===== src/rtl/core/source_byte_tokenizer_defines.svh =====
// Assertion helpers for the tokenizer. Both take a label, a clock, a reset, a
// triggering condition, a consequence and a message.
`ifndef SOURCE_BYTE_TOKENIZER_DEFINES_SVH
`define SOURCE_BYTE_TOKENIZER_DEFINES_SVH
`ifndef SYNTHESIS
`define SBT_ASSERT_NOW(lbl, clk, rst_n, ante, cons, msg) \
  lbl: assert property (@(posedge clk) disable iff (!rst_n) (ante) |-> (cons)) \
    else $error(msg);
`define SBT_ASSERT_NEXT(lbl, clk, rst_n, ante, cons, msg) \
  lbl: assert property (@(posedge clk) disable iff (!rst_n) (ante) |=> (cons)) \
    else $error(msg);
`else
`define SBT_ASSERT_NOW(lbl, clk, rst_n, ante, cons, msg)
`define SBT_ASSERT_NEXT(lbl, clk, rst_n, ante, cons, msg)
`endif
`endif


===== src/rtl/core/sbt_pkg.sv =====
`timescale 1ns / 1ps
`default_nettype none
package sbt_pkg;

  // Token kinds in their output encoding.
  typedef enum logic [5:0] {
    TK_NUMBER = 6'd0, TK_STRING = 6'd1, TK_IDENT = 6'd2,
    TK_KW_CETAK = 6'd3, TK_KW_VAR = 6'd4, TK_KW_KONSTAN = 6'd5, TK_KW_FUNGSI = 6'd6,
    TK_KW_KEMBALI = 6'd7, TK_KW_JIKA = 6'd8, TK_KW_LAIN = 6'd9, TK_KW_SELAMA = 6'd10,
    TK_KW_UNTUK = 6'd11, TK_KW_DALAM = 6'd12, TK_KW_BENAR = 6'd13, TK_KW_SALAH = 6'd14,
    TK_KW_KOSONG = 6'd15, TK_KW_DAN = 6'd16, TK_KW_ATAU = 6'd17, TK_KW_BUKAN = 6'd18,
    TK_KW_PUTUS = 6'd19, TK_KW_LANJUT = 6'd20,
    TK_PLUS = 6'd21, TK_MINUS = 6'd22, TK_STAR = 6'd23, TK_SLASH = 6'd24,
    TK_PERCENT = 6'd25, TK_POW = 6'd26, TK_ASSIGN = 6'd27, TK_PLUS_EQ = 6'd28,
    TK_MINUS_EQ = 6'd29, TK_STAR_EQ = 6'd30, TK_SLASH_EQ = 6'd31, TK_EQ = 6'd32,
    TK_NE = 6'd33, TK_LT = 6'd34, TK_GT = 6'd35, TK_LE = 6'd36, TK_GE = 6'd37,
    TK_AND_AND = 6'd38, TK_OR_OR = 6'd39, TK_BANG = 6'd40, TK_INC = 6'd41,
    TK_DEC = 6'd42, TK_ARROW = 6'd43, TK_DOT = 6'd44, TK_RANGE = 6'd45,
    TK_LPAREN = 6'd46, TK_RPAREN = 6'd47, TK_LBRACE = 6'd48, TK_RBRACE = 6'd49,
    TK_LBRACK = 6'd50, TK_RBRACK = 6'd51, TK_COMMA = 6'd52, TK_SEMI = 6'd53,
    TK_COLON = 6'd54, TK_QUESTION = 6'd55, TK_END = 6'd56, TK_BAD = 6'd57
  } kind_e;

  // Whitespace, quote and backslash characters, given by their byte codes.
  localparam logic [7:0] CH_TAB    = 8'h09;
  localparam logic [7:0] CH_LF     = 8'h0A;
  localparam logic [7:0] CH_CR     = 8'h0D;
  localparam logic [7:0] CH_SPACE  = 8'h20;
  localparam logic [7:0] CH_DQUOTE = 8'h22;
  localparam logic [7:0] CH_SQUOTE = 8'h27;
  localparam logic [7:0] CH_BSLASH = 8'h5C;

  localparam logic [19:0] LINE_MAX = 20'hFFFFF;
  localparam logic [15:0] LEN_MAX  = 16'hFFFF;
  localparam logic [3:0]  FRAC_KEEP = 4'd9;

  // One input word.
  typedef struct packed {
    logic [7:0] src_byte;
    logic       end_marker;
  } in_t;

  // One output word.
  typedef struct packed {
    logic [5:0]  token_kind;
    logic [19:0] token_line;
    logic [23:0] token_offset;
    logic [15:0] token_length;
    logic [31:0] int_part;
    logic [29:0] frac_part;
    logic [3:0]  frac_digits;
    logic        last_of_run;
  } out_t;

  // One token as built by the lexer.
  typedef struct packed {
    logic [5:0]  kind;
    logic [19:0] line;
    logic [23:0] offset;
    logic [15:0] length;
    logic [31:0] int_part;
    logic [29:0] frac_part;
    logic [3:0]  frac_digits;
  } tok_t;

  // All tokens caused by one input word.
  typedef struct packed {
    logic [1:0]       n;
    tok_t [2:0]       tok;
  } grp_t;

  // Result of a two-character operator lookup.
  typedef struct packed {
    logic  hit;
    logic  line_cmt;
    logic  blk_cmt;
    kind_e kind;
  } pair_res_t;

  function automatic logic is_digit(logic [7:0] c);
    return (c >= "0") && (c <= "9");
  endfunction

  function automatic logic is_alpha(logic [7:0] c);
    return ((c >= "a") && (c <= "z")) || ((c >= "A") && (c <= "Z"));
  endfunction

  function automatic logic is_word(logic [7:0] c);
    return is_alpha(c) || is_digit(c) || (c == "_");
  endfunction

  function automatic logic is_space(logic [7:0] c);
    return (c == CH_SPACE) || (c == CH_TAB) || (c == CH_CR) || (c == CH_LF);
  endfunction

  function automatic logic starts_pair(logic [7:0] c);
    return c inside {"*", "=", "!", "<", ">", "&", "|", "+", "-", "/", "."};
  endfunction

  function automatic pair_res_t pair_kind(logic [7:0] a, logic [7:0] b);
    pair_res_t r;
    r = '{hit: 1'b1, line_cmt: 1'b0, blk_cmt: 1'b0, kind: TK_BAD};
    case ({a, b})
      "**": r.kind = TK_POW;
      "==": r.kind = TK_EQ;
      "!=": r.kind = TK_NE;
      "<=": r.kind = TK_LE;
      ">=": r.kind = TK_GE;
      "&&": r.kind = TK_AND_AND;
      "||": r.kind = TK_OR_OR;
      "++": r.kind = TK_INC;
      "--": r.kind = TK_DEC;
      "=>": r.kind = TK_ARROW;
      "+=": r.kind = TK_PLUS_EQ;
      "-=": r.kind = TK_MINUS_EQ;
      "*=": r.kind = TK_STAR_EQ;
      "/=": r.kind = TK_SLASH_EQ;
      "..": r.kind = TK_RANGE;
      "//": begin
        r.hit = 1'b0;
        r.line_cmt = 1'b1;
      end
      "/*": begin
        r.hit = 1'b0;
        r.blk_cmt = 1'b1;
      end
      default: r.hit = 1'b0;
    endcase
    return r;
  endfunction

  function automatic kind_e one_kind(logic [7:0] c);
    kind_e k;
    case (c)
      "+": k = TK_PLUS;
      "-": k = TK_MINUS;
      "*": k = TK_STAR;
      "/": k = TK_SLASH;
      "%": k = TK_PERCENT;
      "=": k = TK_ASSIGN;
      "<": k = TK_LT;
      ">": k = TK_GT;
      "!": k = TK_BANG;
      "(": k = TK_LPAREN;
      ")": k = TK_RPAREN;
      "{": k = TK_LBRACE;
      "}": k = TK_RBRACE;
      "[": k = TK_LBRACK;
      "]": k = TK_RBRACK;
      ",": k = TK_COMMA;
      ";": k = TK_SEMI;
      ":": k = TK_COLON;
      ".": k = TK_DOT;
      "?": k = TK_QUESTION;
      default: k = TK_BAD;
    endcase
    return k;
  endfunction

  // Keyword match; w holds the first seven name bytes, first byte on top.
  function automatic kind_e kw_kind(logic [55:0] w, logic [15:0] n);
    kind_e k;
    k = TK_IDENT;
    if      (n == 16'd5 && w[55:16] == "cetak")   k = TK_KW_CETAK;
    else if (n == 16'd3 && w[55:32] == "var")     k = TK_KW_VAR;
    else if (n == 16'd7 && w[55:0]  == "konstan") k = TK_KW_KONSTAN;
    else if (n == 16'd6 && w[55:8]  == "fungsi")  k = TK_KW_FUNGSI;
    else if (n == 16'd7 && w[55:0]  == "kembali") k = TK_KW_KEMBALI;
    else if (n == 16'd4 && w[55:24] == "jika")    k = TK_KW_JIKA;
    else if (n == 16'd4 && w[55:24] == "lain")    k = TK_KW_LAIN;
    else if (n == 16'd6 && w[55:8]  == "selama")  k = TK_KW_SELAMA;
    else if (n == 16'd5 && w[55:16] == "untuk")   k = TK_KW_UNTUK;
    else if (n == 16'd5 && w[55:16] == "dalam")   k = TK_KW_DALAM;
    else if (n == 16'd5 && w[55:16] == "benar")   k = TK_KW_BENAR;
    else if (n == 16'd5 && w[55:16] == "salah")   k = TK_KW_SALAH;
    else if (n == 16'd6 && w[55:8]  == "kosong")  k = TK_KW_KOSONG;
    else if (n == 16'd3 && w[55:32] == "dan")     k = TK_KW_DAN;
    else if (n == 16'd4 && w[55:24] == "atau")    k = TK_KW_ATAU;
    else if (n == 16'd5 && w[55:16] == "bukan")   k = TK_KW_BUKAN;
    else if (n == 16'd5 && w[55:16] == "putus")   k = TK_KW_PUTUS;
    else if (n == 16'd6 && w[55:8]  == "lanjut")  k = TK_KW_LANJUT;
    return k;
  endfunction

endpackage
`default_nettype wire


===== src/rtl/core/sbt_front.sv =====
`timescale 1ns / 1ps
`default_nettype none
module sbt_front import sbt_pkg::*; #(
  parameter int KEYWORD_CHARS = 8,
  parameter int OFFSET_BITS   = 24
) (
  input  logic clk_i,
  input  logic rst_ni,
  input  logic fire_i,
  input  in_t  in_i,
  output logic push_o,
  output grp_t grp_o
);

  localparam int IdxW = $clog2(KEYWORD_CHARS);

  // Lexer modes.
  localparam logic [3:0] M_IDLE  = 4'd0;
  localparam logic [3:0] M_OP    = 4'd1;
  localparam logic [3:0] M_LINE  = 4'd2;
  localparam logic [3:0] M_BLOCK = 4'd3;
  localparam logic [3:0] M_BSTAR = 4'd4;
  localparam logic [3:0] M_STR   = 4'd5;
  localparam logic [3:0] M_ESC   = 4'd6;
  localparam logic [3:0] M_INT   = 4'd7;
  localparam logic [3:0] M_NDOT  = 4'd8;
  localparam logic [3:0] M_FRAC  = 4'd9;
  localparam logic [3:0] M_IDENT = 4'd10;
  localparam logic [3:0] M_HALT  = 4'd11;

  logic [3:0]             mode_q, mode_d;
  logic [7:0]             pend_q, pend_d, quote_q, quote_d;
  logic [15:0]            cnt_q, cnt_d;
  logic [OFFSET_BITS-1:0] start_q, start_d, off_q, off_d, off_prev;
  logic [19:0]            sline_q, sline_d, line_q, line_d;
  logic [31:0]            int_q, int_d, int_next;
  logic [29:0]            frac_q, frac_d, frac_next;
  logic [3:0]             fc_q, fc_d;
  logic [7:0]             buf_q [KEYWORD_CHARS];
  logic                   buf_we;
  logic [IdxW-1:0]        buf_idx;
  logic [7:0]             c;
  logic [3:0]             dig;
  logic [35:0]            int_prod;
  logic [15:0]            cnt_inc, cnt_inc2;
  logic [55:0]            name_w;
  pair_res_t              pk;
  kind_e                  k1;
  logic                   idle_go;
  grp_t                   grp_d;

  function automatic tok_t mk(kind_e k, logic [19:0] ln, logic [OFFSET_BITS-1:0] off,
                              logic [15:0] len, logic [31:0] ip, logic [29:0] fp,
                              logic [3:0] fd);
    tok_t t;
    t.kind        = k;
    t.line        = ln;
    t.offset      = 24'(off);
    t.length      = len;
    t.int_part    = ip;
    t.frac_part   = fp;
    t.frac_digits = fd;
    return t;
  endfunction

  // Shared arithmetic for the current byte.
  assign c         = in_i.src_byte;
  assign dig       = c[3:0];
  assign int_prod  = ({4'b0, int_q} << 3) + ({4'b0, int_q} << 1) + 36'(dig);
  assign int_next  = (|int_prod[35:32]) ? 32'hFFFF_FFFF : int_prod[31:0];
  assign frac_next = (frac_q << 3) + (frac_q << 1) + 30'(dig);
  assign cnt_inc   = (cnt_q == LEN_MAX) ? LEN_MAX : cnt_q + 16'd1;
  assign cnt_inc2  = (cnt_q >= LEN_MAX - 16'd1) ? LEN_MAX : cnt_q + 16'd2;
  assign off_prev  = off_q - OFFSET_BITS'(1);
  assign name_w    = {buf_q[0], buf_q[1], buf_q[2], buf_q[3], buf_q[4], buf_q[5], buf_q[6]};
  assign pk        = pair_kind(pend_q, c);
  assign k1        = one_kind(pend_q);

  // Next state and the tokens that this word completes.
  always_comb begin
    mode_d  = mode_q;
    pend_d  = pend_q;
    quote_d = quote_q;
    cnt_d   = cnt_q;
    start_d = start_q;
    sline_d = sline_q;
    line_d  = line_q;
    off_d   = off_q;
    int_d   = int_q;
    frac_d  = frac_q;
    fc_d    = fc_q;
    buf_we  = 1'b0;
    buf_idx = cnt_q[IdxW-1:0];
    idle_go = 1'b0;
    grp_d   = '0;
    if (fire_i && mode_q != M_HALT) begin
      if (in_i.end_marker) begin
        // Flush whatever is pending.
        case (mode_q) inside
          M_OP: begin
            grp_d.tok[grp_d.n] = mk(k1, sline_q, start_q, 16'd1, '0, '0, '0);
            grp_d.n = grp_d.n + 2'd1;
            if (k1 == TK_BAD) mode_d = M_HALT;
          end
          M_STR, M_ESC: begin
            grp_d.tok[grp_d.n] = mk(TK_STRING, sline_q, start_q, cnt_q, '0, '0, '0);
            grp_d.n = grp_d.n + 2'd1;
          end
          M_INT, M_FRAC: begin
            grp_d.tok[grp_d.n] = mk(TK_NUMBER, sline_q, start_q, cnt_q, int_q, frac_q, fc_q);
            grp_d.n = grp_d.n + 2'd1;
          end
          M_NDOT: begin
            grp_d.tok[grp_d.n] = mk(TK_NUMBER, sline_q, start_q, cnt_q, int_q, frac_q, fc_q);
            grp_d.n = grp_d.n + 2'd1;
            grp_d.tok[grp_d.n] = mk(TK_DOT, line_q, off_prev, 16'd1, '0, '0, '0);
            grp_d.n = grp_d.n + 2'd1;
          end
          M_IDENT: begin
            grp_d.tok[grp_d.n] = mk(kw_kind(name_w, cnt_q), sline_q, start_q, cnt_q,
                                    '0, '0, '0);
            grp_d.n = grp_d.n + 2'd1;
          end
          default: ;
        endcase
        // End token, then back to the reset state for the next source.
        if (mode_d != M_HALT) begin
          grp_d.tok[grp_d.n] = mk(TK_END, line_q, off_q, 16'd0, '0, '0, '0);
          grp_d.n = grp_d.n + 2'd1;
          mode_d  = M_IDLE;
          pend_d  = '0;
          quote_d = '0;
          cnt_d   = '0;
          start_d = '0;
          sline_d = 20'd1;
          line_d  = 20'd1;
          off_d   = '0;
          int_d   = '0;
          frac_d  = '0;
          fc_d    = '0;
        end
      end else begin
        unique case (mode_q)
          M_IDLE: idle_go = 1'b1;
          M_OP: begin
            if (pk.line_cmt) begin
              mode_d = M_LINE;
            end else if (pk.blk_cmt) begin
              mode_d = M_BLOCK;
            end else if (pk.hit) begin
              grp_d.tok[grp_d.n] = mk(pk.kind, sline_q, start_q, 16'd2, '0, '0, '0);
              grp_d.n = grp_d.n + 2'd1;
              mode_d  = M_IDLE;
            end else begin
              grp_d.tok[grp_d.n] = mk(k1, sline_q, start_q, 16'd1, '0, '0, '0);
              grp_d.n = grp_d.n + 2'd1;
              if (k1 == TK_BAD) mode_d = M_HALT;
              else idle_go = 1'b1;
            end
          end
          M_LINE: if (c == CH_LF) mode_d = M_IDLE;
          M_BLOCK: if (c == "*") mode_d = M_BSTAR;
          M_BSTAR: begin
            if (c == "/") mode_d = M_IDLE;
            else if (c != "*") mode_d = M_BLOCK;
          end
          M_STR: begin
            cnt_d = cnt_inc;
            if (c == CH_BSLASH) begin
              mode_d = M_ESC;
            end else if (c == quote_q) begin
              grp_d.tok[grp_d.n] = mk(TK_STRING, sline_q, start_q, cnt_inc, '0, '0, '0);
              grp_d.n = grp_d.n + 2'd1;
              mode_d  = M_IDLE;
            end
          end
          M_ESC: begin
            cnt_d  = cnt_inc;
            mode_d = M_STR;
          end
          M_INT: begin
            if (is_digit(c)) begin
              int_d = int_next;
              cnt_d = cnt_inc;
            end else if (c == ".") begin
              mode_d = M_NDOT;
            end else begin
              grp_d.tok[grp_d.n] = mk(TK_NUMBER, sline_q, start_q, cnt_q, int_q, frac_q, fc_q);
              grp_d.n = grp_d.n + 2'd1;
              idle_go = 1'b1;
            end
          end
          M_NDOT: begin
            if (is_digit(c)) begin
              cnt_d  = cnt_inc2;
              frac_d = 30'(dig);
              fc_d   = 4'd1;
              mode_d = M_FRAC;
            end else begin
              // The held dot becomes a dot operator, or a range with a second dot.
              grp_d.tok[grp_d.n] = mk(TK_NUMBER, sline_q, start_q, cnt_q, int_q, frac_q, fc_q);
              grp_d.n = grp_d.n + 2'd1;
              pend_d  = ".";
              start_d = off_prev;
              sline_d = line_q;
              if (c == ".") begin
                grp_d.tok[grp_d.n] = mk(TK_RANGE, line_q, off_prev, 16'd2, '0, '0, '0);
                grp_d.n = grp_d.n + 2'd1;
                mode_d  = M_IDLE;
              end else begin
                grp_d.tok[grp_d.n] = mk(TK_DOT, line_q, off_prev, 16'd1, '0, '0, '0);
                grp_d.n = grp_d.n + 2'd1;
                idle_go = 1'b1;
              end
            end
          end
          M_FRAC: begin
            if (is_digit(c)) begin
              cnt_d = cnt_inc;
              if (fc_q < FRAC_KEEP) begin
                frac_d = frac_next;
                fc_d   = fc_q + 4'd1;
              end
            end else begin
              grp_d.tok[grp_d.n] = mk(TK_NUMBER, sline_q, start_q, cnt_q, int_q, frac_q, fc_q);
              grp_d.n = grp_d.n + 2'd1;
              idle_go = 1'b1;
            end
          end
          M_IDENT: begin
            if (is_word(c)) begin
              buf_we = (cnt_q < 16'(KEYWORD_CHARS));
              cnt_d  = cnt_inc;
            end else begin
              grp_d.tok[grp_d.n] = mk(kw_kind(name_w, cnt_q), sline_q, start_q, cnt_q,
                                      '0, '0, '0);
              grp_d.n = grp_d.n + 2'd1;
              idle_go = 1'b1;
            end
          end
          default: mode_d = M_HALT;
        endcase

        // Start of a new token on this byte.
        if (idle_go) begin
          mode_d = M_IDLE;
          if (!is_space(c)) begin
            start_d = off_q;
            sline_d = line_q;
            cnt_d   = 16'd1;
            if (c == CH_DQUOTE || c == CH_SQUOTE) begin
              quote_d = c;
              mode_d  = M_STR;
            end else if (is_digit(c)) begin
              int_d  = 32'(dig);
              frac_d = '0;
              fc_d   = '0;
              mode_d = M_INT;
            end else if (is_alpha(c) || c == "_") begin
              buf_we  = 1'b1;
              buf_idx = '0;
              mode_d  = M_IDENT;
            end else if (starts_pair(c)) begin
              pend_d = c;
              mode_d = M_OP;
            end else begin
              grp_d.tok[grp_d.n] = mk(one_kind(c), line_q, off_q, 16'd1, '0, '0, '0);
              grp_d.n = grp_d.n + 2'd1;
              if (one_kind(c) == TK_BAD) mode_d = M_HALT;
            end
          end
        end

        // Position counters.
        if (c == CH_LF && line_q != LINE_MAX) line_d = line_q + 20'd1;
        off_d = off_q + OFFSET_BITS'(1);
      end
    end
  end

  assign push_o = (grp_d.n != 2'd0);
  assign grp_o  = grp_d;

  // Lexer state.
  always_ff @(posedge clk_i or negedge rst_ni) begin
    if (!rst_ni) begin
      mode_q  <= M_IDLE;
      pend_q  <= '0;
      quote_q <= '0;
      cnt_q   <= '0;
      start_q <= '0;
      sline_q <= 20'd1;
      line_q  <= 20'd1;
      off_q   <= '0;
      int_q   <= '0;
      frac_q  <= '0;
      fc_q    <= '0;
    end else begin
      mode_q  <= mode_d;
      pend_q  <= pend_d;
      quote_q <= quote_d;
      cnt_q   <= cnt_d;
      start_q <= start_d;
      sline_q <= sline_d;
      line_q  <= line_d;
      off_q   <= off_d;
      int_q   <= int_d;
      frac_q  <= frac_d;
      fc_q    <= fc_d;
    end
  end

  // Name bytes for the keyword compare.
  always_ff @(posedge clk_i) begin
    if (buf_we) buf_q[buf_idx] <= c;
  end

endmodule
`default_nettype wire


===== src/rtl/core/sbt_fifo.sv =====
`timescale 1ns / 1ps
`default_nettype none
module sbt_fifo import sbt_pkg::*; (
  input  logic clk_i,
  input  logic rst_ni,
  input  logic push_i,
  input  grp_t wdata_i,
  output logic full_o,
  input  logic pop_i,
  output logic nonempty_o,
  output grp_t rdata_o
);

  localparam int Depth = 2;

  grp_t       mem_q [Depth];
  logic       wptr_q, wptr_d, rptr_q, rptr_d;
  logic [1:0] count_q, count_d;

  assign full_o     = (count_q == 2'(Depth));
  assign nonempty_o = (count_q != 2'd0);
  assign rdata_o    = mem_q[rptr_q];

  // Pointer and fill bookkeeping.
  always_comb begin
    wptr_d  = wptr_q;
    rptr_d  = rptr_q;
    count_d = count_q;
    if (push_i) begin
      wptr_d  = ~wptr_q;
      count_d = count_d + 2'd1;
    end
    if (pop_i) begin
      rptr_d  = ~rptr_q;
      count_d = count_d - 2'd1;
    end
  end

  always_ff @(posedge clk_i or negedge rst_ni) begin
    if (!rst_ni) begin
      wptr_q  <= 1'b0;
      rptr_q  <= 1'b0;
      count_q <= '0;
    end else begin
      wptr_q  <= wptr_d;
      rptr_q  <= rptr_d;
      count_q <= count_d;
    end
  end

  always_ff @(posedge clk_i) begin
    if (push_i) mem_q[wptr_q] <= wdata_i;
  end

endmodule
`default_nettype wire


===== src/rtl/core/sbt_back.sv =====
`timescale 1ns / 1ps
`default_nettype none
module sbt_back import sbt_pkg::*; (
  input  logic clk_i,
  input  logic rst_ni,
  input  logic head_valid_i,
  input  grp_t head_i,
  output logic pop_o,
  output logic out_valid_o,
  input  logic out_stall_i,
  output out_t out_o
);

  logic [1:0] idx_q, idx_d;
  tok_t       t;
  logic       last;
  logic       fire;

  // Hand out the tokens of the head group one word at a time.
  assign t           = head_i.tok[idx_q];
  assign last        = (idx_q == head_i.n - 2'd1);
  assign out_valid_o = head_valid_i;
  assign fire        = head_valid_i && !out_stall_i;
  assign pop_o       = fire && last;

  assign out_o.token_kind   = t.kind;
  assign out_o.token_line   = t.line;
  assign out_o.token_offset = t.offset;
  assign out_o.token_length = t.length;
  assign out_o.int_part     = t.int_part;
  assign out_o.frac_part    = t.frac_part;
  assign out_o.frac_digits  = t.frac_digits;
  assign out_o.last_of_run  = last;

  always_comb begin
    idx_d = idx_q;
    if (pop_o) idx_d = '0;
    else if (fire) idx_d = idx_q + 2'd1;
  end

  always_ff @(posedge clk_i or negedge rst_ni) begin
    if (!rst_ni) begin
      idx_q <= '0;
    end else begin
      idx_q <= idx_d;
    end
  end

endmodule
`default_nettype wire


===== src/rtl/core/source_byte_tokenizer.sv =====
// Streaming tokenizer. Source bytes enter on the input channel (in_valid_i,
// in_stall_o, in_i); a word with end_marker set closes the source. Tokens
// leave on the output channel (out_valid_o, out_stall_i, out_o), one token
// per word, with last_of_run set on the last token caused by an input word.
// An input word's tokens enter the queue as one group; the first is offered
// once it is at the queue head. Input runs at one byte per cycle while the
// queue is not full; the output moves one token per cycle while out_stall_i
// is low, so a byte that completes two or three tokens gives them in turn.
// A two-entry queue of token groups sits between the lexer and the output
// stage; the input stalls only while that queue is full, so a stalled
// receiver backs up into the queue and then into the input channel.
// Reset clears the lexer to the start of a new source at line 1, offset 0,
// and empties the queue. A bad character gives a bad-character token; later
// input is accepted and dropped until the next reset. An end word flushes a
// pending token and, unless it is bad, emits the end token and rearms.
`timescale 1ns / 1ps
`default_nettype none
`include "source_byte_tokenizer_defines.svh"
module source_byte_tokenizer import sbt_pkg::*; #(
  parameter int KEYWORD_CHARS = 8,
  parameter int OFFSET_BITS   = 24
) (
  input  logic clk_i,
  input  logic rst_ni,
  input  logic in_valid_i,
  output logic in_stall_o,
  input  in_t  in_i,
  output logic out_valid_o,
  input  logic out_stall_i,
  output out_t out_o
);

  logic in_fire;
  logic push, pop, full, nonempty;
  grp_t grp_w, head;

  assign in_stall_o = full;
  assign in_fire    = in_valid_i && !full;

  // Lexer front end.
  sbt_front #(
    .KEYWORD_CHARS(KEYWORD_CHARS),
    .OFFSET_BITS  (OFFSET_BITS)
  ) u_front (
    .clk_i (clk_i),
    .rst_ni(rst_ni),
    .fire_i(in_fire),
    .in_i  (in_i),
    .push_o(push),
    .grp_o (grp_w)
  );

  // Token group queue.
  sbt_fifo u_fifo (
    .clk_i     (clk_i),
    .rst_ni    (rst_ni),
    .push_i    (push),
    .wdata_i   (grp_w),
    .full_o    (full),
    .pop_i     (pop),
    .nonempty_o(nonempty),
    .rdata_o   (head)
  );

  // Output serializer.
  sbt_back u_back (
    .clk_i       (clk_i),
    .rst_ni      (rst_ni),
    .head_valid_i(nonempty),
    .head_i      (head),
    .pop_o       (pop),
    .out_valid_o (out_valid_o),
    .out_stall_i (out_stall_i),
    .out_o       (out_o)
  );

  // A run that is not finished keeps offering words.
  `SBT_ASSERT_NEXT(a_run_continues, clk_i, rst_ni, out_valid_o && !out_stall_i && !out_o.last_of_run, out_valid_o, "token run broken")
  // The end token closes its run and spans no bytes.
  `SBT_ASSERT_NOW(a_end_token, clk_i, rst_ni, out_valid_o && out_o.token_kind == TK_END, out_o.last_of_run && out_o.token_length == 16'd0, "bad end token")
  // Nothing follows a bad character within a run.
  `SBT_ASSERT_NOW(a_bad_last, clk_i, rst_ni, out_valid_o && out_o.token_kind == TK_BAD, out_o.last_of_run, "token after bad character")

endmodule
`default_nettype wire

===== config.mk =====
export PLATFORM = sky130hd
export DESIGN_NAME = source_byte_tokenizer
export DESIGN_NICKNAME = d
export VERILOG_FILES = /design/src/rtl/core/sbt_pkg.sv /design/src/rtl/core/sbt_front.sv /design/src/rtl/core/sbt_fifo.sv /design/src/rtl/core/sbt_back.sv /design/src/rtl/core/source_byte_tokenizer.sv
export VERILOG_INCLUDE_DIRS = /design/src /design/src/rtl/core
export SDC_FILE = /design/constraint.sdc
export NUM_CORES = 2
export LEC_CHECK = 0
export BUFFER_PORTS_ARGS = -buffer_cell sky130_fd_sc_hd__buf_2
export CORE_MARGIN = 1.5
export CORE_UTILIZATION = 65
export CTS_CLUSTER_SIZE = 24
export DETAILED_ROUTE_END_ITERATION = 10
export PLACE_DENSITY = 0.83
export SETUP_SLACK_MARGIN = 0.4
export SLEW_MARGIN = 10
export SYNTH_ARGS = -nofsm -noshare
export SYNTH_HDL_FRONTEND = slang
export SYNTH_HIERARCHICAL = 1
export SYNTH_SLANG_ARGS = --single-unit

===== constraint.sdc =====
create_clock -name clk_i -period 31.2 [get_ports clk_i]
set_input_delay 3.12 -clock clk_i [delete_from_list [all_inputs] [get_ports clk_i]]
set_output_delay 3.12 -clock clk_i [all_outputs]
set_load 0.03 [all_outputs]

==> impl_results.md <==
- Status: completed
- CTS HTree Levels: 3
- M1 wire length: 58,600 um
- Row count: between 100 and 150
- Worst VDD drop: ~0.11 mV
- Slew Viols, Final: 0
- Max-slew headroom: 0.123
- Final wirelength: 145,000 um
- Syn Area/Cell: 11.5 sq um
- I/O pin total: about 150
- Commonest cells post-synth: 852 x edfxtp_1, 445 x nand2_1, 400 x o21ai_0
- Highest metal used: met5
- First-pass GRT wire length: roughly 230,000 um
- Post-synth ARST share: 0.187
- Post-Syn Instances: between 4,000 and 5,000
- P_leak: between 20 and 25 nW
- Vias in the first global route: between 30,000 and 40,000
- Tightest Hold Check Type: reg2reg
- Final net count: 5,064
- Layout area overhead: 7.19%
- # port buffers: 147
- Netlist cell types: roughly 110
- Most numerous cell in the Yosys netlist: edfxtp_1
- Core box area: 0.0857 sq mm
- Dpl cell area: 0.0571 sq mm
- Initial DRT Pass Iterations: 6
- Vias per cell: 6.60
- Starting DRT DRC Count: 4,610
- DRC viols: 0
- Met3 Wirelength: approximately 14,000 um
- Via Count: 40,500
- Max Cap Violations: 0
- CTS resizes: 0
- Number of post-CTS setup repair buffers: 0
- Clk slew on worst S/H paths: around 0.06 ns
- Remaining global-route overflow: 0
- Final number of hold-violating endpoints: 0
- Final worst path period share: 0.296
- Unrepaired setup endpoints after global routing: no
- Metal2 WL: ~66,000 um
- Initial Utilization: 0.660
- Share of the synthesized area in the top cell type: 0.452
- Flops & latches, synth: between 1,000 and 1,500
- Antenna violations before repair: 3
- Gpl congestion: around 0.96
- CTS Root Buffer Type: clkbuf_16
- Wire per inst: approximately 24 um
- Register area share after synthesis: 0.539
- Critical path peak fanout: 72
- Hold slack: between 0.5 and 0.6 ns
- CTS tree: done
- Yosys warnings: 6
- Total negative setup slack: 0 ns
- Clk_skew: 0.0689 ns
- # hold bufs at CTS: 0
- Startpoint Class: input port
- Ys flop type: edfxtp_1
- Num CTS Buffers: between 100 and 150
- Chip Width: 298 um
- CTS max path bufs: 3
- Post-synth EDFFs: 852
- Area contributors post-synth: edfxtp_1 45%, dfrtp_1 8.6%, mux2_1 4.0%, mux2_2 3.9%, o21ai_0 3.5%
- Design area: just over 0.06 sq mm
- Die ar.: approximately 0.089 sq mm
- Die height: a little under 300 um
- Layout cells sized above 1: 0.131
- Final setup fails: 0
- Critical path type: in2reg
- Critical path capture point type: flop
- Clock Sinks: roughly 1,000
- # diodes: 0
- Largest area contributor in the synthesized netlist: edfxtp_1
- Final Critical Period: about 9.2 ns
- DRT antenna net count: 0
- F_max: 108 MHz
- Largest net degree at the start of global routing: 82
- Total GRT Usage: 0.323
- Pin slew with the least headroom to its limit: around 1.3 ns
- DP HPWL: 91,200 um
- Mapped cell area: around 0.057 sq mm
- Power Dens Cells: 98.0 mW/mm^2
- Worst EP required: ~31 ns
- Critical Path AT: around 9.5 ns
- Clock Latency Late Sink: 0.71 ns
==> power breakdown <==
group / leakage, nW / internal [mW] / switching (mW)
Combinational: 10.8 / 0.719 / 1.73
Sequential: 10.7 / 2.05 / 0.168
Clock: 1.72 / 0.731 / 0.549
==> cell type report <==
cell class	instances	area, sq um
sequential	1048	30500
fill	5848	25100
multi-input combinational	3474	23600
clock buffer	139	2890
tap	1144	1430
timing repair buffer	223	1320
clock inverter	58	658
inverter	60	225
==> layer usage <==
| layer | track usage | vias up |
|---|---|---|
| met5 | 0 | - |
| met1 | 0.449 | 19800 |
| li1 | - | 18200 |
| met3 | 0.0618 | 426 |
| met2 | 0.500 | 2165 |
| met4 | 0.133 | 4 |
==> logic make-up after synthesis <==
family / after synthesis / share of synthesized area
and+or+nand+nor: 1394 / 0.125
adders and majority gates: 139 / 0.0313
muxes: 540 / 0.104
buffers and inverters: 577 / 0.0561
AOI/OAI and AO/OA: 1132 / 0.128
xor gates and xnor gates: 108 / 0.0167
DFF: 1048 / 0.539
other: 1 / 0.0000663
==> path summary, 6_finish.rpt <==
path	from	end	slack, ns	depth (start not counted)
worst min-delay path	u_front/quote_q[4]	u_front/quote_q[4]	0.51	1
worst max register to register	u_front/mode_q[3]	u_fifo/mem_q[1][145]	24.41	12
min in group asynchronous	rst_ni	u_front/sline_q[4]	2.43	1
worst min register to register	u_front/quote_q[4]	u_front/quote_q[4]	0.51	1
worst max-delay path	in_i[3]	u_fifo/mem_q[1][145]	21.96	15
max in group asynchronous	rst_ni	u_front/frac_q[10]	26.45	3
==> worst max-delay path, cell delays in order <==
cell,delay (ns)
buf_2,0.07
buf_4,0.41
nand2_1,0.31
nor4_1,0.68
nor3_1,0.29
nand2_1,0.77
nand2_1,0.11
a21oi_1,0.39
ha_1,0.32
nor2b_1,0.11
o311a_1,0.20
or2_1,0.37
and2_4,0.50
buf_4,0.81
buf_4,0.84
==> sequential cells by signal, summed over array words and instances, names as in the netlist <==
signal,cells
u_front/quote_q,8
u_front/int_q,32
u_front/pend_q,8
u_fifo/rptr_q,1
u_front/cnt_q,16
u_back/idx_q,2
u_front/mode_q,4
u_front/sline_q,20
u_front/line_q,20
u_front/fc_q,4
u_front/frac_q,30
u_fifo/wptr_q,1
u_front/buf_q,56
u_fifo/count_q,2
u_front/off_q,24
u_fifo/mem_q,796
u_front/start_q,24
==> placed cells by master, fill, tap and decap left out, types with 145 or more instances in the layout <==
master	instances
conb_1	161
buf_2	145
a21oi_1	221
edfxtp_1	852
mux2_1	200
mux2_2	198
o21ai_0	398
dfrtp_1	191
nand2_1	443
nor2_1	253
==> stage by stage <==
stage,std cells,util,power [mW],setup slack [ns]
3_5_place_dp,5949,0.666,4.64,21.52
3_3_place_gp,5949,0.666,4.57,21.64
5_1_grt,6146,0.708,6.19,21.62
2_1_floorplan,5099,-,4.17,6.68
6_report,6146,0.708,5.94,21.96
4_1_cts,6146,0.708,5.93,22.20
(Power assumes the default switching activity.)
